===== config.mk =====
export PLATFORM = sky130hd
export DESIGN_NAME = pngunf_seq
export DESIGN_NICKNAME = d
export VERILOG_FILES = /design/src/rtl/png_scanline_unfilter_core_defines.svh /design/src/rtl/pngunf_pkg.sv /design/src/rtl/pngunf_seq.sv
export SDC_FILE = /design/constraint.sdc
export NUM_CORES = 1
export LEC_CHECK = 0
export ABC_AREA = 1
export BUFFER_PORTS_ARGS = -buffer_cell sky130_fd_sc_hd__buf_2
export CELL_PAD_IN_SITES_DETAIL_PLACEMENT = 1
export CELL_PAD_IN_SITES_GLOBAL_PLACEMENT = 1
export CORE_MARGIN = 5
export CORE_UTILIZATION = 24
export CTS_CLUSTER_SIZE = 12
export DETAILED_ROUTE_END_ITERATION = 7
export PLACE_DENSITY_LB_ADDON = 0.1
export REMOVE_ABC_BUFFERS = 1
export SETUP_SLACK_MARGIN = 0.02
export SYNTH_ARGS = -nofsm -noshare
export SYNTH_HDL_FRONTEND = slang
export SYNTH_SLANG_ARGS = --single-unit

===== constraint.sdc =====
create_clock -name clk -period 2.5 [get_ports clk]
set_input_delay 0.375 -clock clk [delete_from_list [all_inputs] [get_ports clk]]
set_output_delay 0.375 -clock clk [all_outputs]
set_load 0.05 [all_outputs]

===== src/rtl/png_scanline_unfilter_core_defines.svh =====
// Assertion macros shared by the scanline unfilter RTL.
// Standalone header; included by files that carry concurrent assertions.
`ifndef PNG_SCANLINE_UNFILTER_CORE_DEFINES_SVH
`define PNG_SCANLINE_UNFILTER_CORE_DEFINES_SVH

`ifndef SYNTH
`define PNGUNF_ASSERT(lbl, clk, rst, prop) \
  lbl: assert property (@(posedge clk) disable iff (rst) prop) \
    else $error("pngunf assertion failed");
`define PNGUNF_ASSERT_IMP(lbl, clk, rst, ante, cons) \
  `PNGUNF_ASSERT(lbl, clk, rst, (ante) |-> (cons))
`else
`define PNGUNF_ASSERT(lbl, clk, rst, prop)
`define PNGUNF_ASSERT_IMP(lbl, clk, rst, ante, cons)
`endif

`endif


===== src/rtl/pngunf_pkg.sv =====
// Shared types, constants and predictor functions of the scanline unfilter.
// No dependencies; imported by the top level, pngunf_seq and pngunf_recon.
package pngunf_pkg;

  localparam int MAX_LINE_BYTES = 4096;
  localparam int ADDR_W         = $clog2(MAX_LINE_BYTES);
  localparam int COL_W          = 13;
  localparam int ROW_W          = 16;
  localparam int BPP_W          = 3;
  localparam int HIST_W         = 32;
  localparam int CFG_ADDR_W     = 4;
  localparam int CFG_DATA_W     = 32;

  // Register indexes, taken from paddr[3:2].
  localparam logic [1:0] REG_BPP        = 2'd0;
  localparam logic [1:0] REG_LINE_BYTES = 2'd1;
  localparam logic [1:0] REG_ROW_COUNT  = 2'd2;

  localparam logic [7:0] MAX_FILTER_CODE = 8'd4;

  typedef enum logic [2:0] {
    FILT_NONE  = 3'd0,
    FILT_SUB   = 3'd1,
    FILT_UP    = 3'd2,
    FILT_AVG   = 3'd3,
    FILT_PAETH = 3'd4,
    FILT_BAD   = 3'd5
  } filt_mode_t;

  typedef enum logic {
    ST_CODE,
    ST_DATA
  } seq_state_t;

  // One data byte handed from the sequencer to the reconstruction stage.
  typedef struct packed {
    logic [7:0]        data;
    logic [ADDR_W-1:0] addr;
    logic              first_col;
    logic              first_row;
    filt_mode_t        mode;
    logic              eol;
    logic              eoi;
  } seq_item_t;

  function automatic logic [7:0] paeth_pick(input logic [7:0] a, input logic [7:0] b,
                                            input logic [7:0] c);
    logic signed [9:0] da;
    logic signed [9:0] db;
    logic signed [9:0] dc;
    logic [9:0]        pa;
    logic [9:0]        pb;
    logic [9:0]        pc;
    da = $signed({2'b00, b}) - $signed({2'b00, c});
    db = $signed({2'b00, a}) - $signed({2'b00, c});
    dc = da + db;
    pa = da[9] ? 10'(-da) : 10'(da);
    pb = db[9] ? 10'(-db) : 10'(db);
    pc = dc[9] ? 10'(-dc) : 10'(dc);
    if (pa <= pb && pa <= pc) begin
      return a;
    end else if (pb <= pc) begin
      return b;
    end else begin
      return c;
    end
  endfunction

  function automatic logic [7:0] predict(input filt_mode_t mode, input logic [7:0] left,
                                         input logic [7:0] up, input logic [7:0] upleft);
    logic [8:0] sum;
    sum = {1'b0, left} + {1'b0, up};
    case (mode)
      FILT_SUB:   return left;
      FILT_UP:    return up;
      FILT_AVG:   return sum[8:1];
      FILT_PAETH: return paeth_pick(left, up, upleft);
      default:    return 8'd0;
    endcase
  endfunction

endpackage


===== src/rtl/pngunf_seq.sv =====
// Stream sequencer: splits filter codes from data bytes, tracks column and row.
// Depends on pngunf_pkg; issues line store reads for the reconstruction stage.
module pngunf_seq
  import pngunf_pkg::*;
(
  input  logic             clk,
  input  logic             rst,
  input  logic             in_valid,
  input  logic [7:0]       filtered_byte,
  output logic             in_ready,
  input  logic             s1_ready,
  input  logic [COL_W-1:0] line_bytes,
  input  logic [ROW_W-1:0] row_count,
  output logic             item_valid,
  output seq_item_t        item
);

  seq_state_t       state;
  seq_state_t       state_next;
  logic [COL_W-1:0] column;
  logic [ROW_W-1:0] row;
  filt_mode_t       mode;
  logic             first_row;

  logic             accept;
  logic [COL_W-1:0] len_eff;
  logic [ROW_W-1:0] rows_eff;
  logic [ROW_W-1:0] row_inc;
  logic             line_end;
  logic             image_end;

  always_comb begin
    if (line_bytes == '0) begin
      len_eff = COL_W'(1);
    end else if (line_bytes > COL_W'(MAX_LINE_BYTES)) begin
      len_eff = COL_W'(MAX_LINE_BYTES);
    end else begin
      len_eff = line_bytes;
    end
    rows_eff  = (row_count == '0) ? ROW_W'(1) : row_count;
    row_inc   = row + ROW_W'(1);
    line_end  = ({1'b0, column} + (COL_W+1)'(1)) >= {1'b0, len_eff};
    image_end = (row_inc >= rows_eff) || (row_inc == '0);
  end

  // Next state.
  always_comb begin
    state_next = state;
    case (state)
      ST_CODE: begin
        if (accept) begin
          state_next = ST_DATA;
        end
      end
      ST_DATA: begin
        if (accept && line_end) begin
          state_next = ST_CODE;
        end
      end
      default: state_next = ST_CODE;
    endcase
  end

  // Outputs.
  always_comb begin
    in_ready   = 1'b0;
    item_valid = 1'b0;
    case (state)
      ST_CODE: in_ready = 1'b1;
      ST_DATA: begin
        in_ready   = s1_ready;
        item_valid = in_valid && s1_ready;
      end
      default: in_ready = 1'b0;
    endcase
  end

  assign accept = in_valid && in_ready;

  always_comb begin
    item.data      = filtered_byte;
    item.addr      = (column >= COL_W'(MAX_LINE_BYTES)) ? ADDR_W'(MAX_LINE_BYTES - 1)
                                                        : column[ADDR_W-1:0];
    item.first_col = (column == '0);
    item.first_row = first_row;
    item.mode      = mode;
    item.eol       = line_end;
    item.eoi       = line_end && image_end;
  end

  always_ff @(posedge clk) begin
    if (rst) begin
      state     <= ST_CODE;
      column    <= '0;
      row       <= '0;
      mode      <= FILT_NONE;
      first_row <= 1'b1;
    end else begin
      state <= state_next;
      if (accept && state == ST_CODE) begin
        mode   <= (filtered_byte > MAX_FILTER_CODE) ? FILT_BAD : filt_mode_t'(filtered_byte[2:0]);
        column <= '0;
      end else if (item_valid) begin
        if (line_end) begin
          column    <= '0;
          row       <= image_end ? '0 : row_inc;
          first_row <= image_end;
        end else begin
          column <= column + COL_W'(1);
        end
      end
    end
  end

endmodule


After elaboration in Yosys (flattened, before gate mapping)
Cells that the tools add are included.
Word-level totals
  output and inout port bits: 29
  register bits: 34
  input bits: 41
  bits in latches: 0
  memories: 0
  logic and storage cells: 39
  ROM bits: 0
  bits in writable memories: 0
Cells by class
  $mul: 0
  shift operators: 0
  eq/ne operators: 0
  divide/modulo/power cells: 0
  bitwise gates (word level): 2
  $lt $le $gt $ge: 5
  reduce and logical (&&, ||, !) cells: 12
  add/sub/neg operators: 3
  multiplexer cells: 12
Operators with widths (number)
  two-way mux 13 bit: 3
  zero test 16 bit: 2
  two-way mux 16 bit: 2
  zero test 13 bit: 2
  adder 16 x 1 -> 16 bit (second input constant): 1
  greater-or-equal comparator 16 bit: 1
  adder 13 x 1 -> 14 bit (second input constant): 1
  greater-or-equal comparator 14 x 13 -> 1 bit: 1
  adder 13 x 1 -> 13 bit (second input constant): 1
  greater-or-equal comparator 13 bit (second input constant): 1
  greater-than comparator 13 bit (second input constant): 1
  two-way mux 12 bit: 1
  greater-than comparator 8 x 3 -> 1 bit (second input constant): 1
  logical AND 1 bit: 5
  one-hot mux 1 bit (2 select lines): 2
  two-way mux 1 bit: 3
  two-way mux 3 bit: 1
  AND reduction 3 bit: 1
  inverter 1 bit: 2
  OR reduction 2 bit: 1
  logical OR 1 bit: 1

Longest topological paths before layout
Gate-level depths: netlist of run 1.
  depth after elaboration: 7
  mapped depth: 19
  gate-level depth less buffers: 19

Worst setup path after synthesis of run 1
OpenSTA, ideal clock, no wires.
  path kind: register to output
  start: register row[0]
  end: output item[0] in the netlist's numbering
  data arrival time: 2.980 ns
  path slack: -0.855 ns
  data required time: 2.125 ns
  stages on the path, launching flop included: 15
  cell sequence: dfxtp_1 -> ha_1 -> nand3_1 -> nor2_2 -> nand4_1 -> nand2_1 -> inv_1 -> ha_1 -> nand2_1 -> nor2_1 -> nand2_1 -> nor4b_1 -> nor2_1 -> buf_2 -> a21oi_1
RTL lines
  start, declared: RTL line pngunf_seq.sv:21  | logic [ROW_W-1:0] row;
  start signal, assigned: RTL line pngunf_seq.sv:106  | row <= image_end ? '0 : row_inc;
  end, declared: RTL line pngunf_seq.sv:15  | output seq_item_t item

==> results by group, run 1 <==
Synth
  • Register bit total from synthesis: 34
  • Top-count cell post-synth: nand2_1
  • Post-synthesis sequential area ratio: 22.3%
  • Async S/R FF share, synth: 0%
  • Synth cell count leaders: nand2_1 (148), inv_1 (70), nor2_1 (41)
  • Synth area leaders: dfxtp_1 (22%), nand2_1 (18%), ha_1 (14%), inv_1 (8.6%), a21oi_1 (6.4%)
  • Cell Area, Synth: 3060 um^2
  • Post-synth EDFFs: 0
  • Top_reg_cell synth: dfxtp_1
  • Main combinational cell family by area after synthesis: simple AND/OR/NAND/NOR gates
  • Mapped Avg Cell Area: 6.29 um^2
  • Post-synthesis mux area share: 0%
  • Synth Area in Compound Gates: 11.2%
  • Synth top area share: 22.3%
  • Synth cell types: 35
  • Warnings, synthesis: 0
  • Synth area leader: dfxtp_1
  • Post-Synth Simple-Gate Area: 35.8%
  • Post-Synth XOR/XNOR Area: 3.72%
  • Synth Area in Adders: 13.5%
  • Post-Synthesis Cells: 486

Timing
  • Final worst path period need: 3.01 ns
  • WHS: 0.381 ns
  • Final TNS setup: -11.11 ns
  • Final worst slack: -0.510 ns
  • Final Skew: 0.00528 ns
  • Final Hold Viols: 0
  • RSZ-0062 raised after global routing: true
  • Rel. slew slack: 56.2%
  • Period utilization: 120%
  • Slew Viols, Final: 0
  • Final setup violation count: 31
  • Highest Clock Rate: 332 MHz
  • Measured slew at the worst slew-check pin: 0.656 ns

Drt
  • DRT Wirelength: 12700 um
  • Antenna-violating nets left: 0
  • Vias per inst: 4.47
  • Detailed-route via count: 3812
  • Drc violations: 0
  • Avg WL per Cell: 14.9 um
  • Iter 0 DRT Violations: 121
  • Router iterations before antenna repair: 4

Clock tree
  • H-tree Lvls: 2
  • Hold_buf cts: 0
  • Worst-case clock buffer depth: 2
  • Clock root buffer: clkbuf_16
  • CTS tree: done
  • Clk sink count: 34
  • Worst-Skew Late Latency: 0.29 ns
  • Clock transition at path regs: 0.05 ns
  • Clock buffer count from CTS: 5

Floorplan
  • Initial Util: 24.3%
  • Ports: 70
  • Die height: 123 um
  • Rows: 41
  • Die Width: 123 um
  • Area of the die: 15100 um^2
  • Core Area: 12600 um^2

Final layout
  • Filler cells: 1595
  • Finished Layout Cells: 853
  • Area grow syn2layout: 76.9%
  • Layout cells sized above 1: 52.1%
  • Antenna diode count: 0
  • Nets: 755

Setup path
  • CP max FO: 3
  • Slowest Stage Delay on Critical Path: 0.37 ns
  • Slowest cell on crit path: dfxtp_4
  • Crit path DAT: 2.64 ns
  • Data required, critical path: 2.12 ns
  • Critical path startpoint category: flop
  • Capturing point of the worst reg2reg path: row[5]
  • Flop-to-flop setup slack: -0.46 ns
  • FF-to-FF path depth: 18
  • Crit-path cells: ha_4 > nand3_4 > nor2_4 > inv_2 > nor3_2 > buf_4 > nand3_4 > xor2_2 > ha_2 > and3_4 > nand2_4 > nand2_4 > inv_4 > a21oi_2 > buf_6
  • WS Path Type: reg -> out
  • Critical Path Sink Type: primary output
  • Worst r2r src: column[0]

Outcome
  • Status: finished, violations left
  • Violated checks: setup timing

Power
  • Psw: 423 uW
  • Clock share of power: 42.7%
  • Power Internal: 1.01 mW
  • PwrDens: 266 nW/um^2
  • LEAKAGE: 2.71 nW
  • Peak supply drop: 0.200 mV
  • Combinational fraction of design power: 19.3%
  • Switching Fraction: 29.5%
  • Sequential power share: 38.0%

Global route
  • Initial antenna violation count: 0
  • GR Overflow Total: 0
  • Largest net degree at the start of global routing: 17
  • GR Util All Layers: 17.0%
  • Vias in the first global route: 4172
  • First-pass GRT wire length: 20200 um

Job
  • Max Cap Violations: 0

Hold path
  • Hold WC Path Type: in -> reg
  • Worst hold stages: 3
  • Worst Hold Path EP: mode[1]
  • Hold Path Origin: filtered_byte[1]

Placed design
  • DP HPWL: 9400 um
  • Gpl congestion: 0.808
  • Placed Cells incl. Taps: 817
  • I/O Buffers: 69
critical path, delay by kind of cell, from the launching register on:
family	cells	cell delay, ns
compound gates	1	0.12
simple gates	7	0.76
flops	1	0.37
xor+xnor	1	0.16
buf+inv	4	0.46
fa+ha+maj	2	0.47
registers in the layout, summed over array words and instances (netlist names):
name       flops
column        13
first_row      1
mode           3
row           16
state          1
metal layers:
layer	share of wire, %	GRT usage, %	wire, um
met5	0	0	0
met4	1.5	3.57	193
met3	3.1	3.18	399
met2	49	29.1	6180
met1	47	22.3	5930
final cells by class:
class                           count  area, um^2  share of cell area [%]
Tap cell                          172         215                    3.98
Multi-Input combinational cell    357        2560                    47.3
Inverter                           74         295                    5.46
Timing Repair Buffer              208        1480                    27.4
Clock buffer                        5         125                    2.31
Timing Repair inverter              1        16.3                   0.301
Sequential cell                    34         707                    13.1
Clock inverter                      2        10.0                   0.185
logic make-up after synthesis:
logic type	count (synthesis)
xor gates and xnor gates	13
buffers and inverters	95
and+or+nand+nor	250
AOI/OAI and AO/OA	61
DFF	34
adders and majority gates	33
worst max-delay path by stage:
stage                              from         to  slack [ns]  depth (start not counted)
after global routing          column[1]    item[0]       -0.66                         15
after floorplan               column[0]    item[0]       -1.09                         14
after CTS                     column[0]    item[0]       -0.51                         16
after global placement    line_bytes[0]    item[0]       -0.57                         18
final                         column[0]    item[0]       -0.51                         15
after detailed placement      column[0]  column[2]       -0.62                         18
repair_timing:
action | in CTS | in global routing
gates resized for setup | 107 | 82
pin swaps | 35 | 53
setup endpoints to repair | 33 | 33
setup buffers | 23 | 8
cloned | 2 | 1
power groups by stage:
stage	sequential [mW]	combinational (mW)	clock [mW]
6_report	0.546	0.278	0.613
3_3_place_gp	0.562	0.231	0
2_1_floorplan	0.571	0.0816	0
5_1_grt	0.547	0.303	0.646
4_1_cts	0.547	0.261	0.633
3_5_place_dp	0.562	0.237	0
placed cells by master, fill, tap and decap left out, drive strengths merged:
cell	n
buf	208
nand2	150
inv	73
nor2	42
a21oi	40
dfxtp	34
ha	33
nand4	20
nand3	17
o21ai	12
xor2	12
nor4	7
nor3	6
clkbuf	5
o21bai	4
clkinv	4
nand3b	3
or2	2
and3	2
a41o	1
xnor2	1
nor4b	1
a21o	1
o21a	1
a211oi	1
o211ai	1
metrics by stage:
step	area [um^2]	power [mW]	utilization, %	setup WS [ns]
6_report	5410	1.44	43.0	-0.510
4_1_cts	5040	1.44	40.1	-0.506
5_1_grt	5410	1.50	43.0	-0.656
3_3_place_gp	4330	0.793	34.4	-0.575
2_1_floorplan	2920	0.652	-	-1.09
3_5_place_dp	4330	0.799	34.4	-0.616
(Power assumes the default switching activity.)
==> run 2: changes to the inputs <==
--- a/config.mk
+++ b/config.mk
@@ -5,7 +5,6 @@
 export SDC_FILE = /design/constraint.sdc
 export NUM_CORES = 1
 export LEC_CHECK = 0
-export ABC_AREA = 1
 export BUFFER_PORTS_ARGS = -buffer_cell sky130_fd_sc_hd__buf_2
 export CELL_PAD_IN_SITES_DETAIL_PLACEMENT = 1
 export CELL_PAD_IN_SITES_GLOBAL_PLACEMENT = 1
==> run 2 against run 1 <==
The flow still finishes with violations (setup timing). Register-to-register slack worse by 0.21 ns. Sequential cell count unchanged. Non-clock buffer count grew 10. Sequential power about the same. Largest cell class unchanged. Final cell count decreased by 8.7%. Wire length rose by 0.11%. Combinational power decreased by 5%. Critical path type unchanged. Setup slack got worse by 0.26 ns.
==> results by group, run 2 <==
Synth
  • Synth Area in Adders: 12.7%
  • Cell Area, Synth: 3240 um^2
  • Post-synth EDFFs: 0
  • Post-synthesis sequential area ratio: 21.0%
  • Post-Synthesis Cells: 418
  • Main combinational cell family by area after synthesis: simple AND/OR/NAND/NOR gates
  • Synth cell types: 61
  • Post-Synth XOR/XNOR Area: 7.83%
  • Synth cell count leaders: nand2_1 (36), dfxtp_1 (34), ha_1 (33)
  • Top-count cell post-synth: nand2_1
  • Async S/R FF share, synth: 0%
  • Mapped Avg Cell Area: 7.76 um^2
  • Post-Synth Simple-Gate Area: 26.8%
  • Top_reg_cell synth: dfxtp_1
  • Synth area leaders: dfxtp_1 (21%), ha_1 (13%), xnor2_1 (5.1%), a21oi_1 (4.2%), nand2_1 (4.2%)
  • Post-synthesis mux area share: 0.926%
  • Synth area leader: dfxtp_1
  • Synth top area share: 21.0%
  • Register bit total from synthesis: 34
  • Synth Area in Compound Gates: 19.8%
  • Warnings, synthesis: 0

Drt
  • Avg WL per Cell: 16.3 um
  • Iter 0 DRT Violations: 143
  • DRT Wirelength: 12700 um
  • Detailed-route via count: 3737
  • Vias per inst: 4.80
  • Router iterations before antenna repair: 4
  • Drc violations: 0
  • Antenna-violating nets left: 0

Global route
  • Vias in the first global route: 4054
  • GR Util All Layers: 16.1%
  • Largest net degree at the start of global routing: 24
  • Initial antenna violation count: 0
  • First-pass GRT wire length: 20900 um
  • GR Overflow Total: 0

Placed design
  • Gpl congestion: 0.776
  • DP HPWL: 10100 um
  • I/O Buffers: 69
  • Placed Cells incl. Taps: 756

Clock tree
  • Hold_buf cts: 0
  • Worst-Skew Late Latency: 0.28 ns
  • H-tree Lvls: 2
  • Clk sink count: 34
  • CTS tree: done
  • Clock buffer count from CTS: 5
  • Clock root buffer: clkbuf_16
  • Clock transition at path regs: 0.06 ns
  • Worst-case clock buffer depth: 2

Floorplan
  • Die Width: 126 um
  • Die height: 126 um
  • Initial Util: 24.5%
  • Core Area: 13200 um^2
  • Rows: 42
  • Ports: 70
  • Area of the die: 15900 um^2

Setup path
  • Critical Path Sink Type: primary output
  • Critical path startpoint category: flop
  • WS Path Type: reg -> out
  • Data required, critical path: 2.12 ns
  • Crit path DAT: 2.89 ns
  • CP max FO: 4

Timing
  • Final Hold Viols: 0
  • Slew Viols, Final: 0
  • Period utilization: 131%
  • Final worst path period need: 3.27 ns
  • Highest Clock Rate: 306 MHz
  • Final Skew: 0.00446 ns
  • Final setup violation count: 33
  • Measured slew at the worst slew-check pin: 0.515 ns
  • RSZ-0062 raised after global routing: true
  • Rel. slew slack: 65.5%
  • Final worst slack: -0.766 ns

Final layout
  • Antenna diode count: 0
  • Filler cells: 1648
  • Area grow syn2layout: 58.9%
  • Final core utilization: 38.9%
  • Leading cell type in the layout, fill and taps excluded: buf_4
  • Finished Layout Cells: 779
  • Layout cells sized above 1: 48.6%
  • Max reg flops: 16
  • Biggest regs: row x16, column x13, mode x3
  • Commonest cells after routing, fill and taps aside: buf_4 (139), buf_2 (67), nand2_1 (34)
  • Nets: 678
  • Reg with most FFs: row

Outcome
  • Status: finished, violations left
  • Violated checks: setup timing

Power
  • PwrDens: 280 nW/um^2
  • Peak supply drop: 0.221 mV
  • Tot Pwr: 1.44 mW
  • LEAKAGE: 2.56 nW

Hold path
  • Hold WC Path Type: in -> reg

Job
  • Max Cap Violations: 0
## run 2: changes by cell type after synthesis, sizes merged, moves of 11 or more
cell,previous run,this run
xnor2,1,19
nor2,42,23
a21oi,40,29
nand2,150,37
inv,74,30
a211oi,1,12
buf,15,28
## run 2: final cells by class
type / instances / area [um^2] / area share (%)
Sequential cell: 34 / 703 / 13.6
Inverter: 31 / 119 / 2.31
Multi-Input combinational cell: 314 / 2410 / 46.7
Tap cell: 176 / 220 / 4.27
Timing Repair Buffer: 218 / 1560 / 30.4
Clock buffer: 6 / 139 / 2.70
## run 2: worst max-delay path: stages (launching register included)
cell and delay, ns:
dfxtp_4 0.37, ha_2 0.19, and4_4 0.25, nand2b_4 0.10
xnor2_2 0.15, ha_1 0.30, a41oi_1 0.22, o21ai_1 0.09
a221o_1 0.41, a21oi_4 0.18, buf_4 0.15, inv_4 0.04
buf_8 0.14
## run 2: where the power goes
part           total [mW]  switching (mW)  internal [mW]
Sequential          0.547         0.00322          0.543
Clock               0.632           0.246          0.386
Combinational       0.264           0.153          0.111
Total                1.44           0.403           1.04
## run 2: what timing repair did
action	in CTS	in global routing
pin swaps	20	21
resized for setup	47	27
cloned	1	0
setup buffers	10	9
endpoints found under the setup margin	33	33
## run 2: final timing paths
| kind | startpoint | cells past startpoint | endpoint | slack [ns] |
|---|---|---|---|---|
| worst max-delay path | column[1] | 12 | item[1] | -0.77 |
| worst min-delay path | filtered_byte[0] | 3 | mode[0] | 0.36 |
| worst max register to register | column[1] | 16 | row[5] | -0.67 |
| worst min register to register | row[3] | 2 | row[3] | 0.52 |
## run 2: routing by layer
layer / global-route usage (%) / part of all wire (%) / up-vias
met3: 2.96 / 3.1 / 15
met5: 0 / 0 / -
li1: - / - / 1875
met4: 3.60 / 1.4 / 0
met2: 25.9 / 46 / 57
met1: 22.5 / 49 / 1790
## run 2: stage by stage
step	worst slack (ns)	hold slack (ns)	area, um^2	TNS [ns]
after floorplan	-1.02	0.444	3010	-24.39
after global placement	-0.686	0.497	4590	-17.52
after detailed placement	-0.700	0.518	4590	-17.75
after CTS	-0.727	0.359	5020	-13.58
after global routing	-0.871	0.386	5150	-21.98
final	-0.766	0.362	5150	-17.69
## run 2: cells by family after synthesis
family | count (synthesis)
AO/OA/AOI/OAI | 91
adder cells (fa/ha/maj) | 33
AND/OR/NAND/NOR | 158
XOR/XNOR | 29
multiplexers | 3
buffers and inverters | 70
flip-flops | 34
==> run 3: changes to the inputs <==
--- a/config.mk
+++ b/config.mk
@@ -10,6 +10,7 @@
 export CELL_PAD_IN_SITES_GLOBAL_PLACEMENT = 1
 export CORE_MARGIN = 5
 export CORE_UTILIZATION = 24
+export CTS_BUF_LIST = sky130_fd_sc_hd__clkbuf_8
 export CTS_CLUSTER_SIZE = 12
 export DETAILED_ROUTE_END_ITERATION = 7
 export PLACE_DENSITY_LB_ADDON = 0.1
==> run 3 against run 2 <==
Clock skew up 0.0029 ns. The run still ends with setup timing left. First-iteration DRC count down 22%. Sequential cell count unchanged. Via count up 0.59%. Utilization down 0.64 points.
==> results by group, run 3 (synthesis results as in run 2) <==
Outcome
  • Status: finished, violations left
  • Violated checks: setup timing

Placed design
  • Placed Cells incl. Taps: 756
  • Gpl congestion: 0.776
  • I/O Buffers: 69
  • DP Worst Slack: -0.700 ns
  • DP HPWL: 10100 um

Drt
  • Iter 0 DRT Violations: 112
  • M1 WL: 6180 um
  • Routed met3 length: 417 um
  • Router iterations before antenna repair: 4
  • Drc violations: 0
  • Max layer used: met4
  • Antenna-violating nets left: 0
  • Metal2 WL: 5930 um
  • Detailed-route via count: 3759
  • Vias per inst: 4.83
  • Avg WL per Cell: 16.3 um
  • DRT Wirelength: 12700 um

Setup path
  • Data required, critical path: 2.12 ns
  • Critical Path Sink Type: primary output
  • FF-to-FF path depth: 16
  • Crit path DAT: 2.85 ns
  • Critical path startpoint category: flop
  • WS Path Type: reg -> out
  • CP max FO: 4

Global route
  • First-pass GRT wire length: 20800 um
  • Largest net degree at the start of global routing: 24
  • GR Util All Layers: 16.0%
  • Initial antenna violation count: 0
  • Vias in the first global route: 4019
  • GR Overflow Total: 0

Clock tree
  • Worst-case clock buffer depth: 2
  • Clock transition at path regs: 0.07 ns
  • Clock buffer count from CTS: 5
  • Hold_buf cts: 0
  • CTS tree: done
  • Clk sink count: 34
  • Clock root buffer: clkbuf_8
  • Worst-Skew Late Latency: 0.30 ns
  • H-tree Lvls: 2

Timing
  • Rel. slew slack: 70.3%
  • Slew Viols, Final: 0
  • Measured slew at the worst slew-check pin: 0.442 ns
  • Final Skew: 0.00739 ns
  • Final setup violation count: 33
  • RSZ-0062 raised after global routing: true
  • Final Hold Viols: 0
  • Final worst path period need: 3.23 ns
  • Period utilization: 129%
  • Final worst slack: -0.726 ns
  • Highest Clock Rate: 310 MHz

Floorplan
  • Rows: 42
  • Die Width: 126 um
  • Ports: 70
  • Core Area: 13200 um^2
  • Initial Util: 24.5%
  • Area of the die: 15900 um^2
  • Die height: 126 um

Final layout
  • Biggest regs: row x16, column x13, mode x3
  • Area grow syn2layout: 56.3%
  • Filler cells: 1658
  • Max reg flops: 16
  • Antenna diode count: 0
  • Area of the multi-input gates: 2390 um^2
  • Finished Layout Cells: 778
  • Commonest cells after routing, fill and taps aside: buf_4 (140), buf_2 (67), nand2_1 (36)
  • Layout cells sized above 1: 47.8%
  • Leading cell type in the layout, fill and taps excluded: buf_4
  • Reg with most FFs: row
  • Nets: 677
  • Register area: 708 um^2

Power
  • PwrDens: 245 nW/um^2
  • LEAKAGE: 2.52 nW
  • Peak supply drop: 0.165 mV
  • Tot Pwr: 1.24 mW

Hold path
  • Worst hold stages: 3
  • Hold WC Path Type: in -> reg

Job
  • Max Cap Violations: 0
## run 3: changes by cell type in the layout (fill, tap and decap cells not counted), moves of 2 or more
cell       before  now
nor2_2          2    0
clkbuf_16       5    0
buf_6           6    4
clkbuf_8        1    6
nand2_2         2    0
nand2_1        34   36
dfxtp_1        22   20
## run 3: final cells by class
type	count	area share, %
flip-flops and latches	34	14.0
repair buffers	217	30.6
multi-input cells	314	47.1
well taps	176	4.35
clock buffers	6	1.63
inverters	31	2.35
## run 3: through the flow
| step | hold WS (ns) | setup TNS, ns | area [um^2] | util [%] |
|---|---|---|---|---|
| 2_1_floorplan | 0.444 | -24.39 | 3010 | - |
| 3_3_place_gp | 0.497 | -17.52 | 4590 | 34.6 |
| 3_5_place_dp | 0.518 | -17.75 | 4590 | 34.6 |
| 4_1_cts | 0.338 | -13.96 | 4950 | 37.4 |
| 5_1_grt | 0.360 | -19.69 | 5070 | 38.3 |
| 6_report | 0.346 | -14.86 | 5070 | 38.3 |
## run 3: final timing paths
kind,from,endpoint,slack (ns)
max,column[1],item[1],-0.73
min,filtered_byte[0],mode[0],0.35
min reg2reg,mode[2],mode[2],0.53
max reg2reg,column[1],row[5],-0.61
## run 3: routing by layer
metal | track usage [%] | vias to the layer above
li1 | - | 1875
met1 | 22.5 | 1806
met2 | 25.6 | 66
met3 | 2.96 | 12
met4 | 3.66 | 0
met5 | 0 | -
## run 3: worst max-delay path: stages (launching register included)
cell,delay [ns]
dfxtp_4,0.37
ha_2,0.18
and4_4,0.25
nand2b_4,0.10
xnor2_2,0.15
ha_1,0.30
a41oi_1,0.22
o21ai_1,0.09
a221o_1,0.37
a21oi_4,0.18
buf_4,0.15
inv_4,0.04
buf_8,0.14
## run 3: timing repair
| action | CTS | global route |
|---|---|---|
| endpoints found under the setup margin | 33 | 33 |
| pin swaps | 19 | 10 |
| resized for setup | 45 | 24 |
| cloned | 1 | 0 |
| buffers inserted | 9 | 8 |
## run 3: power breakdown
group / switching, mW / leakage, nW / internal (mW) / total (mW)
Combinational: 0.152 / 2.19 / 0.112 / 0.264
Clock: 0.220 / 0.0431 / 0.213 / 0.433
Sequential: 0.00326 / 0.283 / 0.541 / 0.545
Total: 0.376 / 2.52 / 0.866 / 1.24
