[src/rtl/png_scanline_unfilter_core_defines.svh]
// Assertion macros shared by the scanline unfilter RTL.
// Standalone header; included by files that carry concurrent assertions.
`ifndef PNG_SCANLINE_UNFILTER_CORE_DEFINES_SVH
`define PNG_SCANLINE_UNFILTER_CORE_DEFINES_SVH

`ifndef SYNTH
`define PNGUNF_ASSERT(lbl, clk, rst, prop) \
  lbl: assert property (@(posedge clk) disable iff (rst) prop) \
    else $error("pngunf assertion failed");
`define PNGUNF_ASSERT_IMP(lbl, clk, rst, ante, cons) \
  `PNGUNF_ASSERT(lbl, clk, rst, (ante) |-> (cons))
`else
`define PNGUNF_ASSERT(lbl, clk, rst, prop)
`define PNGUNF_ASSERT_IMP(lbl, clk, rst, ante, cons)
`endif

`endif

[src/rtl/pngunf_pkg.sv]
// Shared types, constants and predictor functions of the scanline unfilter.
// No dependencies; imported by the top level, pngunf_seq and pngunf_recon.
package pngunf_pkg;

  localparam int MAX_LINE_BYTES = 4096;
  localparam int ADDR_W         = $clog2(MAX_LINE_BYTES);
  localparam int COL_W          = 13;
  localparam int ROW_W          = 16;
  localparam int BPP_W          = 3;
  localparam int HIST_W         = 32;
  localparam int CFG_ADDR_W     = 4;
  localparam int CFG_DATA_W     = 32;

  // Register indexes, taken from paddr[3:2].
  localparam logic [1:0] REG_BPP        = 2'd0;
  localparam logic [1:0] REG_LINE_BYTES = 2'd1;
  localparam logic [1:0] REG_ROW_COUNT  = 2'd2;

  localparam logic [7:0] MAX_FILTER_CODE = 8'd4;

  typedef enum logic [2:0] {
    FILT_NONE  = 3'd0,
    FILT_SUB   = 3'd1,
    FILT_UP    = 3'd2,
    FILT_AVG   = 3'd3,
    FILT_PAETH = 3'd4,
    FILT_BAD   = 3'd5
  } filt_mode_t;

  typedef enum logic {
    ST_CODE,
    ST_DATA
  } seq_state_t;

  // One data byte handed from the sequencer to the reconstruction stage.
  typedef struct packed {
    logic [7:0]        data;
    logic [ADDR_W-1:0] addr;
    logic              first_col;
    logic              first_row;
    filt_mode_t        mode;
    logic              eol;
    logic              eoi;
  } seq_item_t;

  function automatic logic [7:0] paeth_pick(input logic [7:0] a, input logic [7:0] b,
                                            input logic [7:0] c);
    logic signed [9:0] da;
    logic signed [9:0] db;
    logic signed [9:0] dc;
    logic [9:0]        pa;
    logic [9:0]        pb;
    logic [9:0]        pc;
    da = $signed({2'b00, b}) - $signed({2'b00, c});
    db = $signed({2'b00, a}) - $signed({2'b00, c});
    dc = da + db;
    pa = da[9] ? 10'(-da) : 10'(da);
    pb = db[9] ? 10'(-db) : 10'(db);
    pc = dc[9] ? 10'(-dc) : 10'(dc);
    if (pa <= pb && pa <= pc) begin
      return a;
    end else if (pb <= pc) begin
      return b;
    end else begin
      return c;
    end
  endfunction

  function automatic logic [7:0] predict(input filt_mode_t mode, input logic [7:0] left,
                                         input logic [7:0] up, input logic [7:0] upleft);
    logic [8:0] sum;
    sum = {1'b0, left} + {1'b0, up};
    case (mode)
      FILT_SUB:   return left;
      FILT_UP:    return up;
      FILT_AVG:   return sum[8:1];
      FILT_PAETH: return paeth_pick(left, up, upleft);
      default:    return 8'd0;
    endcase
  endfunction

endpackage

[src/rtl/pngunf_recon.sv]
// Reconstruction stage and output register: applies the line filter to one byte.
// Depends on pngunf_pkg and the assertion header; writes back the line store.
`include "png_scanline_unfilter_core_defines.svh"
module pngunf_recon
  import pngunf_pkg::*;
(
  input  logic              clk,
  input  logic              rst,
  input  logic              item_valid,
  input  seq_item_t         item,
  output logic              s1_ready,
  input  logic [BPP_W-1:0]  bytes_per_pixel,
  input  logic [ADDR_W-1:0] rd_addr,
  input  logic [7:0]        ram_rdata,
  output logic              wr_en,
  output logic [ADDR_W-1:0] wr_addr,
  output logic [7:0]        wr_data,
  output logic              out_valid,
  input  logic              out_ready,
  output logic [7:0]        pixel_byte,
  output logic              end_of_line,
  output logic              end_of_image,
  output logic              bad_filter
);

  logic              s1_valid;
  seq_item_t         s1;
  logic              fwd_hit;
  logic [7:0]        fwd_data;
  logic [HIST_W-1:0] left_hist;
  logic [HIST_W-1:0] upleft_hist;

  logic              s1_advance;
  logic [1:0]        sel;
  logic [HIST_W-1:0] left_base;
  logic [HIST_W-1:0] upleft_base;
  logic [7:0]        left;
  logic [7:0]        upleft;
  logic [7:0]        up;
  logic [7:0]        pix;

  assign s1_advance = s1_valid && (!out_valid || out_ready);
  assign s1_ready   = !s1_valid || s1_advance;

  always_comb begin
    if (bytes_per_pixel == '0) begin
      sel = 2'd0;
    end else if (bytes_per_pixel >= BPP_W'(4)) begin
      sel = 2'd3;
    end else begin
      sel = 2'(bytes_per_pixel - BPP_W'(1));
    end
    // The histories restart with every line, so the first column sees zeros.
    left_base   = s1.first_col ? '0 : left_hist;
    upleft_base = s1.first_col ? '0 : upleft_hist;
    left        = left_base[8*sel +: 8];
    upleft      = upleft_base[8*sel +: 8];
    if (s1.first_row) begin
      up = 8'd0;
    end else begin
      up = fwd_hit ? fwd_data : ram_rdata;
    end
    pix = s1.data + predict(s1.mode, left, up, upleft);
  end

  assign wr_en   = s1_advance;
  assign wr_addr = s1.addr;
  assign wr_data = pix;

  always_ff @(posedge clk) begin
    if (rst) begin
      s1_valid  <= 1'b0;
      out_valid <= 1'b0;
    end else begin
      if (item_valid) begin
        s1_valid <= 1'b1;
      end else if (s1_advance) begin
        s1_valid <= 1'b0;
      end
      if (s1_advance) begin
        out_valid <= 1'b1;
      end else if (out_ready) begin
        out_valid <= 1'b0;
      end
    end
  end

  always_ff @(posedge clk) begin
    if (item_valid) begin
      s1 <= item;
      // The RAM returns the old byte when the same entry is written at this edge.
      fwd_hit  <= wr_en && (wr_addr == rd_addr);
      fwd_data <= pix;
    end
    if (s1_advance) begin
      left_hist    <= {left_base[HIST_W-9:0], pix};
      upleft_hist  <= {upleft_base[HIST_W-9:0], up};
      pixel_byte   <= pix;
      end_of_line  <= s1.eol;
      end_of_image <= s1.eoi;
      bad_filter   <= (s1.mode == FILT_BAD);
    end
  end

  `PNGUNF_ASSERT_IMP(a_wr_needs_item, clk, rst, wr_en, s1_valid)
  `PNGUNF_ASSERT_IMP(a_s1_holds, clk, rst, s1_valid && !s1_advance, ##1 s1_valid)
  `PNGUNF_ASSERT_IMP(a_eoi_is_eol, clk, rst, out_valid && end_of_image, end_of_line)
  `PNGUNF_ASSERT_IMP(a_no_overrun, clk, rst, item_valid, s1_ready)

endmodule

[config.mk]
export PLATFORM = sky130hd
export DESIGN_NAME = pngunf_recon
export DESIGN_NICKNAME = d
export VERILOG_FILES = /design/src/rtl/pngunf_pkg.sv /design/src/rtl/pngunf_recon.sv
export VERILOG_INCLUDE_DIRS = /design/src /design/src/rtl
export SDC_FILE = /design/constraint.sdc
export NUM_CORES = 1
export LEC_CHECK = 0
export BUFFER_PORTS_ARGS = -buffer_cell sky130_fd_sc_hd__clkbuf_2
export CORE_ASPECT_RATIO = 0.75
export CORE_MARGIN = 10
export CORE_UTILIZATION = 60
export CTS_CLUSTER_DIAMETER = 120
export CTS_CLUSTER_SIZE = 10
export DETAILED_ROUTE_END_ITERATION = 7
export GPL_TIMING_DRIVEN = 0
export PLACE_DENSITY = 0.82
export SYNTH_ARGS = -nofsm -noshare
export SYNTH_HDL_FRONTEND = slang
export SYNTH_SLANG_ARGS = --single-unit
[constraint.sdc]
create_clock -name clk -period 15.7 [get_ports clk]
set_input_delay 3.14 -clock clk [delete_from_list [all_inputs] [get_ports clk]]
set_output_delay 3.14 -clock clk [all_outputs]
set_load 0.02 [all_outputs]
Word-level counts from Yosys, hierarchy flattened --
Index checks and enable logic that the tools add are counted.
Word-level totals: register bits 113, output and inout bits 34, logic and storage cells 64
Cells by class: add/sub/neg operators 9, magnitude comparators 4, eq/ne operators 6, shift-type cells 2, muxes and demuxes 16, reduce and logical (&&, ||, !) cells 10
Operator list (number):
- 2-to-1 mux 32 bit | 2
- variable part select 32 x 6 -> 8 bit | 2
- 2-to-1 mux 8 bit | 4
- one-hot mux 8 bit (4 select lines) | 1
- <= comparator 10 bit | 3
- 2-to-1 mux 10 bit | 3
- negator 9 -> 10 bit | 2
- subtractor 8 x 8 -> 9 bit | 2
- equality test 12 bit | 1
- adder 9 x 9 -> 10 bit | 1
- negator 10 bit | 1
- adder 8 x 8 -> 9 bit | 1
- adder 8 bit | 1
- equality test 3 x 2 -> 1 bit (second input constant) | 2
- equality test 3 bit (second input constant) | 2
- 2-to-1 mux 1 bit | 4
- 2-to-1 mux 2 bit | 2
- nonzero test 2 bit | 2
- equality test 3 x 1 -> 1 bit (second input constant) | 1
- >= comparator 3 bit (second input constant) | 1
- logical AND 1 bit | 3
- zero test 3 bit | 1
- zero test 1 bit | 2
- logical OR 1 bit | 2
- subtractor 2 x 1 -> 2 bit (second input constant) | 1

Longest topological paths before layout --
Gate-level depths: netlist of run 1.
depth after elaboration 13, gate-level depth with buffers 47

Worst setup path before layout of run 1 --
OpenSTA, ideal clock, no wires.
path type input -> output, start point in bytes_per_pixel[0], end point out wr_data[7], arrival 11781 ps, data required time 12560 ps, path slack 779 ps, stages on the path 46, path buffers 4, cells stage by stage buf_6 -> inv_1 -> ha_1 -> buf_6 -> nor2_1 -> nor2_1 -> clkbuf_1 -> mux2i_1 -> o22ai_1 -> inv_1 -> fa_1 -> inv_1 -> ha_1 -> inv_1 -> nor2_1 -> o21ai_0 -> nand2b_1 -> a21o_1 -> [... 10 more ...] -> o21a_1 -> o21ai_0 -> o2bb2ai_1 -> o21ai_0 -> a22oi_1 -> clkbuf_1 -> nor2_1 -> a221oi_1 -> inv_1 -> ha_1 -> a21o_1 -> a21oi_1 -> o21bai_1 -> a21oi_1 -> o21bai_1 -> a21oi_1 -> xor2_1 -> xnor2_1
Between the ends: longest elaborated chain between the ends 13, elaborated cells on any way between the ends 25, classes of those cells 9 x add/sub; 4 x order compare; 2 x shift; 8 x mux; 2 x reduce/logical
Ends and longest elaborated chain:
- start, declared | line pngunf_recon.sv:12 | input logic [BPP_W-1:0] bytes_per_pixel,
- >= comparator 3 bit / subtractor 2 x 1 -> 2 bit (equally long branches) | line pngunf_recon.sv:48, pngunf_recon.sv:51
- 2-to-1 mux 2 bit | line pngunf_recon.sv:48 | end else if (bytes_per_pixel >= BPP_W'(4)) begin
- 2-to-1 mux 2 bit * | line pngunf_recon.sv:46 | if (bytes_per_pixel == '0) begin
- variable part select 32 x 6 -> 8 bit, on equally long branches | line pngunf_recon.sv:57, pngunf_recon.sv:56
- subtractor 8 x 8 -> 9 bit, on equally long branches | line pngunf_pkg.sv:54, pngunf_pkg.sv:55
- adder 9 x 9 -> 10 bit | line pngunf_pkg.sv:56 | dc = da + db;
- negator 10 bit | line pngunf_pkg.sv:59 | pc = dc[9] ? 10'(-dc) : 10'(dc);
- 2-to-1 mux 10 bit | line pngunf_pkg.sv:59
- <= comparator 10 bit, on equally long branches | line pngunf_pkg.sv:62, pngunf_pkg.sv:60
- 2-to-1 mux 8 bit / logical AND 1 bit (equally long branches) | line pngunf_pkg.sv:62, pngunf_pkg.sv:60
- 2-to-1 mux 8 bit | line pngunf_pkg.sv:60 | if (pa <= pb && pa <= pc) begin
- one-hot mux 8 bit (4 select lines) * | line pngunf_pkg.sv:73 | case (mode)
- adder 8 bit * | line pngunf_recon.sv:63 | pix = s1.data + predict(s1.mode, left, up, upleft);
- end, declared | line pngunf_recon.sv:17 | output logic [7:0] wr_data,
Every way passes the cells marked *; elsewhere a longest branch is shown, timed or not.

Final worst setup path of run 1 --
Same ends and word-level chain as after synthesis.

==> out/metrics.yaml, run 1 <==
yosys:
  synth_area_um2: 7730
  ys_seq_area_share_pct: 40.5
  netlist_instances: 738
  synth_ff_type: "edfxtp_1"
  syn_avg_cell_area_um2: 10.5
  ys_ff_latch: 105
  ys.warnings.count: 0
  async_flop_share_pct: 0
  yosys.cell_types.count: 78
  synth_edf_count: 103
setup_path:
  crit_fanout: 10
  critPathTopFamily: "compound AO/OA/AOI/OAI gates"
  critPathKind: "primary input to output port"
  startpoint_type: "primary input"
  crit_top_cell: "ha_1"
  arrival_ns: 11.94
  critPathMaxStageDelay_ns: 0.37
  cp_data_required_time_ns: 12.56
  endpoint_kind: "output port"
  worst-path-buf-inv: 9
  slowest_stage: "maj3_2"
grt:
  overflow: 0
  grt_usage_pct: 22.2
  antenna_found_initial: 0
  grt_max_degree: 38
  grt_pass1_wl_um: 32000
  grt_pass1_vias: 6090
place:
  io_buffers: 86
  place_inst: 994
  hpwl_um: 15500
  placed_area_um2: 8420
  place_congestion: 0.982
cts:
  cts_inserted_buffers: 9
  cts_buffer_depth: 2
  h-tree-depth: 3
  clock-root-buffer: "clkbuf_16"
  cts_tree: "done"
  clk_pin_slew_ns: 0.07
  cts.sinks: 105
  clk_latency_ns: 0.35
finish:
  drive_gt1_share_pct: 21.6
  num_antenna_cells: 0
  finalNetCount: 970
  stdcell_area_um2: 8930
  syn_to_final_growth_pct: 15.5
  instances_no_fill: 1016
sta:
  fin_crit_sh_pct: 96.1
  hold_viol_final: 0
  tightest_slew_ns: 1.04
  setup_viol_count_final: 0
  grt_setup_unrepaired: "no"
  drv_slew: 0
  tns_ns: 0
  period_needed_ns: 15.08
  fmaxAchievable_mhz: 66.3
  fin_skew_ns: 0.00980
  maxSlewHeadroom_pct: 30.7
status:
  run_status: "completed"
power:
  ir_worst_vdd_uv: 150
  powerDensity_nw_per_um2: 197
  p_leak_nw: 3.71
run:
  maxCapViolations: 0
floorplanning:
  fp.dieH_um: 118
  fp-row-count: 35
  start_util_pct: 62.2
  io_pins: 88
  core_area_um2: 12400
  die_w_um: 151
  die-area_um2: 17900
detailed_routing:
  drt_iter0_markers: 594
  vias_per_cell: 6.06
  route.detailed.drc: 0
  wl_per_cell_um: 20.0
  ant_nets: 0
  drtPass1Iterations: 6
  vias: 6158
  wirelength_um: 20300
worst_hold_path:
  hold_class: "flip-flop to flip-flop"
==> Yosys cell counts (all sizes together) (6+ instances only) <==
library cell	number	share of area [%]
nor2	56	2.8
o21ai	21	1.4
xor2	21	2.4
nand4	10	0.81
a21oi	35	2.3
o21bai	8	0.78
o22ai	9	0.73
edfxtp	103	40
clkbuf	19	0.94
inv	48	2.3
o221ai	6	0.68
o21a	10	0.97
buf	23	2.3
a21o	14	1.4
ha	66	11
nor2b	58	4.7
xnor2	46	5.4
nor3	17	1.2
or3	6	0.55
nand2	28	1.4
nand3	8	0.52
nand2b	8	0.65
or2	6	0.49
mux2i	25	3.2
==> timing repair <==
item                       CTS  global route
gates resized for setup     15            37
buffers inserted             0             6
setup endpoints to repair    7             4
pin swaps                    1             4
hold buffers                 0             0
==> cell families after synthesis <==
family | after synthesis | synth area share [%]
XOR/XNOR | 67 | 7.78
multiplexers | 26 | 3.38
flip-flops | 105 | 40.5
AND/OR/NAND/NOR | 212 | 14.6
AO/OA/AOI/OAI | 160 | 15.3
other | 2 | 0.0971
buffers and inverters | 90 | 5.60
adder cells (fa/ha/maj) | 76 | 12.7
==> stage by stage <==
| stage | setup WS (ns) | total power (W) | utilization, % | hold WS [ns] |
|---|---|---|---|---|
| 2_1_floorplan | 0.779 | 0.00118 | - | 0.400 |
| 3_3_place_gp | -1.01 | 0.00140 | 67.4 | 0.402 |
| 3_5_place_dp | -1.30 | 0.00145 | 67.7 | 0.419 |
| 4_1_cts | 0.0574 | 0.00171 | 70.8 | 0.436 |
| 5_1_grt | 0.0203 | 0.00189 | 71.8 | 0.439 |
| 6_report | 0.616 | 0.00176 | 71.8 | 0.441 |
==> cell usage in the layout, fill, tap and decap left out, types with 4 or more instances in the layout <==
cell type  instances
edfxtp_1         103
clkbuf_2          90
or3_1              5
fa_1               4
nor3_1            16
a21oi_1           32
o221ai_1           6
inv_1             48
clkbuf_16          9
nand3_1            8
nand2_1           28
o32ai_1            4
maj3_2             4
clkbuf_1          10
mux2i_1           25
a211oi_1           4
nand2b_1           8
o21a_1            10
xnor2_2            4
o22ai_1            7
conb_1             4
a21o_1            14
a22oi_1            4
ha_1              66
nor2b_1           57
or2_2              4
xnor2_1           42
nand4_1           10
nor2_1            52
buf_4             29
o21bai_1           7
nor2_4             4
o21ai_0           17
xor2_1            21
==> final cells by class <==
cell class | count | area, um^2
Inverter | 48 | 180
Timing Repair Buffer | 94 | 515
Fill cell | 905 | 3510
Tap cell | 166 | 208
Multi-Input combinational cell | 545 | 4300
Clock buffer | 9 | 225
Buffer | 42 | 273
Clock inverter | 7 | 93.8
Sequential cell | 105 | 3130
==> flip-flops by register name (all words and copies together), names as in the netlist, 7 cells and up <==
signal       flops
wr_addr         12
pixel_byte       7
s1              15
left_hist       25
upleft_hist     32
fwd_data         8
==> routing by layer <==
metal	wire length (um)	vias to the layer above	global-route usage, %
li1	-	2890	-
met1	8810	2939	30.9
met2	9300	299	33.8
met3	1960	30	6.52
met4	236	0	3.78
met5	0	-	0
==> worst paths after layout <==
path / end / slack [ns] / depth (start not counted) / startpoint
setup / recovery: wr_data[7] / 0.62 / 47 / bytes_per_pixel[0]
hold / removal: end_of_line / 0.44 / 0 / s1[1]
hold reg to reg: end_of_line / 0.44 / 0 / s1[1]
setup reg to reg: left_hist[7] / 6.59 / 41 / s1[6]
==> report_power, final <==
group | total (W) | leakage [nW] | switching [W] | internal (W)
registers | 0.000356 | 1.01 | 0.0000130 | 0.000343
logic | 0.00117 | 2.55 | 0.000674 | 0.000492
clock network | 0.000240 | 0.153 | 0.000111 | 0.000129
Note: power is estimated with default switching activity, not from simulation.
==> run 2, diff against run 1 <==
- CORE_UTILIZATION: 60 -> 50
- PLACE_DENSITY: 0.82 -> 0.7
==> run 2 against run 1 <==
Effect of this change:
- die area up 17%
- count of clock-buffer cells in the layout is the same
- sequential power about the same
- non-clock buffer count fell by 2
- cell count rose by 3.6%
- critical endpoint unchanged
- design area increased by 0.52%
- first-iteration DRC count shrank 9.3%
- largest cell class unchanged
==> out/metrics.yaml, run 2 (synthesized netlist as in run 1, its figures left out) <==
status:
  run_status: "completed"
floorplanning:
  die-area_um2: 20900  # +17%
  start_util_pct: 50.9  # -11 points
  io_pins: 88  # unchanged
  fp.dieH_um: 128  # +7.9%
  die_w_um: 164  # +8.3%
  fp-row-count: 39  # +11%
  core_area_um2: 15200  # +22%
detailed_routing:
  wl_per_cell_um: 18.6  # -7.1%
  ant_nets: 0  # unchanged
  drtPass1Iterations: 5  # -1
  vias: 5954  # -3.3%
  drt_iter0_markers: 539  # -9.3%
  route.detailed.drc: 0  # unchanged
  vias_per_cell: 5.65  # -6.7%
  wirelength_um: 19500  # -3.8%
finish:
  final_common_cell: "edfxtp_1"
  largestRegisters: "upleft_hist: 32 flops, left_hist: 25 flops, s1: 15 flops"
  largest_reg_flops: 32  # unchanged
  finalNetCount: 968  # -0.21%
  layout_common_cells: "edfxtp_1 (103), clkbuf_2 (89), ha_1 (66)"
  regMostFlops: "upleft_hist"
  drive_gt1_share_pct: 21.5  # -0.18 points
  syn_to_final_growth_pct: 16.1
  num_antenna_cells: 0  # unchanged
cts:
  cts_buffer_depth: 2  # unchanged
  clk_latency_ns: 0.35  # about the same
  cts_tree: "done"
  cts_inserted_buffers: 9  # unchanged
  cts.sinks: 105  # unchanged
  h-tree-depth: 3  # unchanged
  clk_pin_slew_ns: 0.07  # about the same
  clock-root-buffer: "clkbuf_16"
  hold_buffers: 0  # unchanged
setup_path:
  critPathKind: "primary input to output port"
  r2r-start: "s1[6]"
  arrival_ns: 12.16  # +0.22 ns
  r2r_slack_ns: 6.39  # -0.20 ns
  startpoint_type: "primary input"
  worst-path-buf-inv: 7  # -2
  crit_fanout: 10  # unchanged
  crit_top_cell: "ha_1"
  critPathMaxStageDelay_ns: 0.41  # +0.04 ns
  crit_cells: 45  # -4.3%
  r2r_cells: 41  # unchanged
  critPathLaunch: "bytes_per_pixel[0]"
  critPathTopFamily: "compound AO/OA/AOI/OAI gates"
  slowest_stage: "fa_1"
  r2r-end: "left_hist[7]"
  endpoint: "wr_data[7]"
  endpoint_kind: "output port"
  cp_data_required_time_ns: 12.56  # about the same
grt:
  antenna_found_initial: 0  # unchanged
  grt_usage_pct: 18.6  # -3.6 points
  overflow: 0  # unchanged
  grt_pass1_vias: 6034  # -0.92%
  grt_pass1_wl_um: 31400  # -1.9%
  grt_max_degree: 38  # unchanged
power:
  powerDensity_nw_per_um2: 193  # -2.3%
  total_power_w: 0.00173  # -1.8%
  ir_worst_vdd_uv: 145  # -3.5%
  p_leak_nw: 3.71  # about the same
sta:
  tightest_slew_ns: 0.991  # -0.0448 ns
  fmaxAchievable_mhz: 65.4  # -1.4%
  maxSlewHeadroom_pct: 33.7  # +3.0 points
  drv_slew: 0  # unchanged
  fin_skew_ns: 0.00589  # -0.00390 ns
  setup_viol_count_final: 0  # unchanged
  fin_crit_sh_pct: 97.5  # +1.4 points
  hold_viol_final: 0  # unchanged
  period_needed_ns: 15.30  # +0.217 ns
  tns_ns: 0  # unchanged
place:
  place_congestion: 0.935  # -4.8%
  hpwl_um: 15100  # -2.6%
  io_buffers: 86  # unchanged
worst_hold_path:
  hold_class: "flip-flop to flip-flop"
run:
  maxCapViolations: 0  # unchanged
[run 2: cell count changes in the layout (fill, tap and decap cells not counted), moves of 2 or more]
cell,previous run,this run
a21oi_1,32,34
a21oi_2,3,1
inv_6,1,3
inv_8,2,0
xnor2_1,42,40
xnor2_2,4,6
[run 2: report_power, final]
group          switching [W]  total, W  internal, W  leakage (nW)
clock network       0.000108  0.000235     0.000127         0.150
logic               0.000650   0.00114     0.000491          2.55
registers          0.0000115  0.000354     0.000342          1.01
total               0.000770   0.00173     0.000960          3.71
[run 2: metrics by stage]
| step | cell area (um^2) | setup WS (ns) | std cells | hold slack, ns | utilization (%) |
|---|---|---|---|---|---|
| after global routing | 8980 | -0.0493 | 1053 | 0.435 | 59.2 |
| after floorplan | 7740 | 0.779 | 740 | 0.400 | - |
| after detailed placement | 8470 | -1.30 | 1033 | 0.406 | 55.8 |
| final | 8980 | 0.400 | 1053 | 0.423 | 59.2 |
| after global placement | 8430 | -0.971 | 1031 | 0.401 | 55.5 |
| after CTS | 8840 | 0.0485 | 1049 | 0.425 | 58.3 |
[run 2: final cells by class]
type,count,area [um^2]
fill,1237,6200
multi-input combinational,545,4320
sequential,105,3130
timing repair buffer,94,515
buffer,40,260
tap,205,256
clock buffer,9,225
inverter,48,180
clock inverter,7,85.1
[run 2: worst reg2reg max path, delay by kind of cell (launching register included)]
kind	cells	cell delay [ns]
AOI/OAI and AO/OA	21	3.61
buffers and inverters	5	1.15
DFF	1	0.48
and+or+nand+nor	4	0.65
xor gates and xnor gates	4	0.84
adders and majority gates	7	2.32
[run 2: worst min-delay path by stage]
stage / startpoint / endpoint / slack (ns) / depth (start not counted)
2_1_floorplan: s1[0] / end_of_image / 0.40 / 0
3_3_place_gp: s1[1] / end_of_line / 0.40 / 0
3_5_place_dp: s1[1] / end_of_line / 0.41 / 0
4_1_cts: s1[1] / end_of_line / 0.43 / 0
5_1_grt: s1[1] / end_of_line / 0.44 / 0
6_report: s1[1] / end_of_line / 0.42 / 0
[run 2: layer usage]
metal / vias to the layer above / GRT usage [%] / share of wire (%)
met5: - / 0 / 0
met4: 0 / 3.15 / 0.68
met3: 14 / 5.42 / 9.3
met2: 233 / 28.2 / 44
met1: 2818 / 26.1 / 46
li1: 2889 / - / -
[run 2: repair_timing]
action	in CTS	in global routing
buffers inserted	0	6
pin swaps	0	4
setup endpoints to repair	7	3
resized for setup	18	23
==> run 3, diff against run 2 <==
- CELL_PAD_IN_SITES_DETAIL_PLACEMENT: unset -> 1
- CELL_PAD_IN_SITES_GLOBAL_PLACEMENT: unset -> 1
- CORE_UTILIZATION: 50 -> 47
- PLACE_DENSITY: 0.7 -> unset
- PLACE_DENSITY_LB_ADDON: unset -> 0.1
==> run 3 against run 2 <==
Effect of this change:
- flip-flop and latch count unchanged
- first-iteration DRC count down 21%
- clock skew grew 0.0059 ns
- combinational power rose by 7%
- sequential power about the same
- highest routed layer unchanged
- sequential share of layout area is 0.67 points lower
- non-clock buffer count increased by 10
- hold slack worse by 0.0016 ns
- maximum frequency is 0.19% lower
==> out/metrics.yaml, run 3 (synthesized netlist as in run 1, its figures left out) <==
setup_path:
  critPathKind: "primary input to output port"
  cp_data_required_time_ns: 12.56  # about the same
  critPathTopFamily: "compound AO/OA/AOI/OAI gates"
  r2r_slack_ns: 6.30  # -0.09 ns
  critPathMaxStageDelay_ns: 0.62  # +0.21 ns
  critPathLaunch: "bytes_per_pixel[0]"
  r2r-end: "fwd_data[7]"
  crit_fanout: 10  # unchanged
  slowest_stage: "fa_2"
  r2r_cells: 43  # +4.9%
  r2r-start: "s1[6]"
  startpoint_type: "primary input"
  arrival_ns: 12.19  # +0.03 ns
  worst-path-buf-inv: 9  # +2
  endpoint_kind: "output port"
finish:
  regMostFlops: "upleft_hist"
  multi_input_area_um2: 4420  # +2.2%
  largestRegisters: "upleft_hist: 32 flops, left_hist: 25 flops, s1: 15 flops"
  fin_util_pct: 57.0  # -2.2 points
  largest_reg_flops: 32  # unchanged
  finalNetCount: 979  # +1.1%
  layout_common_cells: "edfxtp_1 (103), clkbuf_2 (87), ha_1 (65)"
  num_antenna_cells: 0  # unchanged
  seq_area_um2: 3130  # unchanged
  syn_to_final_growth_pct: 18.4
  final_common_cell: "edfxtp_1"
  n_fill_cell: 1767  # +43%
  drive_gt1_share_pct: 23.7  # +2.3 points
grt:
  overflow: 0  # unchanged
  grt_max_degree: 38  # unchanged
  grt_pass1_vias: 6424  # +6.5%
  antenna_found_initial: 0  # unchanged
  grt_pass1_wl_um: 35200  # +12%
  grt_usage_pct: 20.1  # +1.6 points
place:
  hpwl_um: 17900  # +18%
  preCtsSetupSlack_ns: -1.75  # -0.452 ns
  io_buffers: 86  # unchanged
  place_congestion: 0.895  # -4.3%
detailed_routing:
  wl_per_cell_um: 21.4  # +16%
  vias: 6113  # +2.7%
  ant_nets: 0  # unchanged
  wirelength_um: 22900  # +17%
  drt_iter0_markers: 428  # -21%
  drtPass1Iterations: 5  # unchanged
  vias_per_cell: 5.72  # +1.1%
  route.detailed.drc: 0  # unchanged
power:
  total_power_w: 0.00180  # +4.1%
  powerDensity_nw_per_um2: 197  # +2.1%
  p_leak_nw: 3.80  # +2.3%
  ir_worst_vdd_uv: 149  # +3.3%
worst_hold_path:
  hold_depth: 0  # unchanged
  hp-start: "s1[1]"
  hold_class: "flip-flop to flip-flop"
  holdPathEnd: "end_of_line"
floorplanning:
  start_util_pct: 48.1  # -2.8 points
  die-area_um2: 22000  # +5.5%
  fp-row-count: 40  # +2.6%
  die_w_um: 168  # +2.8%
  core_area_um2: 16100  # +5.9%
  fp.dieH_um: 131  # +2.6%
  io_pins: 88  # unchanged
cts:
  clk_latency_ns: 0.36  # about the same
  cts_tree: "done"
  clk_pin_slew_ns: 0.08  # about the same
  clock-root-buffer: "clkbuf_16"
  cts.sinks: 105  # unchanged
  cts_inserted_buffers: 9  # unchanged
  cts_buffer_depth: 2  # unchanged
  h-tree-depth: 3  # unchanged
sta:
  fmaxAchievable_mhz: 65.2  # -0.19%
  fin_skew_ns: 0.0118  # +0.00594 ns
  tns_ns: 0  # unchanged
  maxSlewHeadroom_pct: 33.0  # -0.74 points
  tightest_slew_ns: 1.00  # +0.0110 ns
  layout_setup_ws_ns: 0.371  # -0.0290 ns
  drv_slew: 0  # unchanged
  fin_crit_sh_pct: 97.6  # +0.18 points
  setup_viol_count_final: 0  # unchanged
  hold_viol_final: 0  # unchanged
  period_needed_ns: 15.33  # +0.0290 ns
run:
  maxCapViolations: 0  # unchanged
status:
  run_status: "completed"
==> run 3: repair_timing <==
item	CTS	global route
hold buffers	0	0
gates cloned	0	1
setup endpoints to repair	7	3
setup buffers	1	15
pin swaps	1	10
gates resized for setup	21	34
==> run 3: area by class of cell <==
class | instances | share of cell area [%]
buffer | 40 | 2.88
clock buffer | 9 | 2.46
clock inverter | 7 | 0.806
inverter | 48 | 1.97
multi-input combinational | 546 | 48.3
sequential | 105 | 34.2
tap | 210 | 2.87
timing repair buffer | 104 | 6.53
==> run 3: power breakdown <==
| group | leakage (nW) | internal [W] | switching, W |
|---|---|---|---|
| clock | 0.143 | 0.000112 | 0.000111 |
| sequential | 1.01 | 0.000343 | 0.0000123 |
| combinational | 2.64 | 0.000513 | 0.000710 |
==> run 3: metal layers <==
| layer | part of all wire, % | global-route usage (%) | up-vias | wire length (um) |
|---|---|---|---|---|
| li1 | - | - | 2911 | - |
| met1 | 45 | 25.7 | 3029 | 10300 |
| met2 | 49 | 35.5 | 157 | 11200 |
| met3 | 5.3 | 3.61 | 16 | 1230 |
| met4 | 0.67 | 3.78 | 0 | 154 |
| met5 | 0 | 0 | - | 0 |
==> run 3: worst reg2reg max path, delay by kind of cell (launching register included) <==
family	cells	cell delay, ns
and+or+nand+nor	5	0.49
AOI/OAI and AO/OA	22	4.12
DFF	1	0.50
buffers and inverters	7	1.37
xor gates and xnor gates	2	0.36
adders and majority gates	7	2.31
==> run 3: worst max-delay path by stage <==
stage | endpoint | slack [ns] | cells past startpoint
3_3_place_gp | wr_data[7] | -1.19 | 48
5_1_grt | wr_data[7] | -0.07 | 47
6_report | wr_data[7] | 0.37 | 46
3_5_place_dp | wr_data[7] | -1.75 | 48
2_1_floorplan | wr_data[7] | 0.78 | 46
4_1_cts | wr_data[7] | 0.04 | 47
==> run 3: per-stage QoR <==
step | hold slack (ns) | instance area [um^2] | instances
after floorplan | 0.400 | 7740 | 740
after global placement | 0.403 | 8430 | 1036
after detailed placement | 0.409 | 8490 | 1038
after CTS | 0.426 | 8860 | 1053
after global routing | 0.427 | 9150 | 1069
final | 0.422 | 9150 | 1069
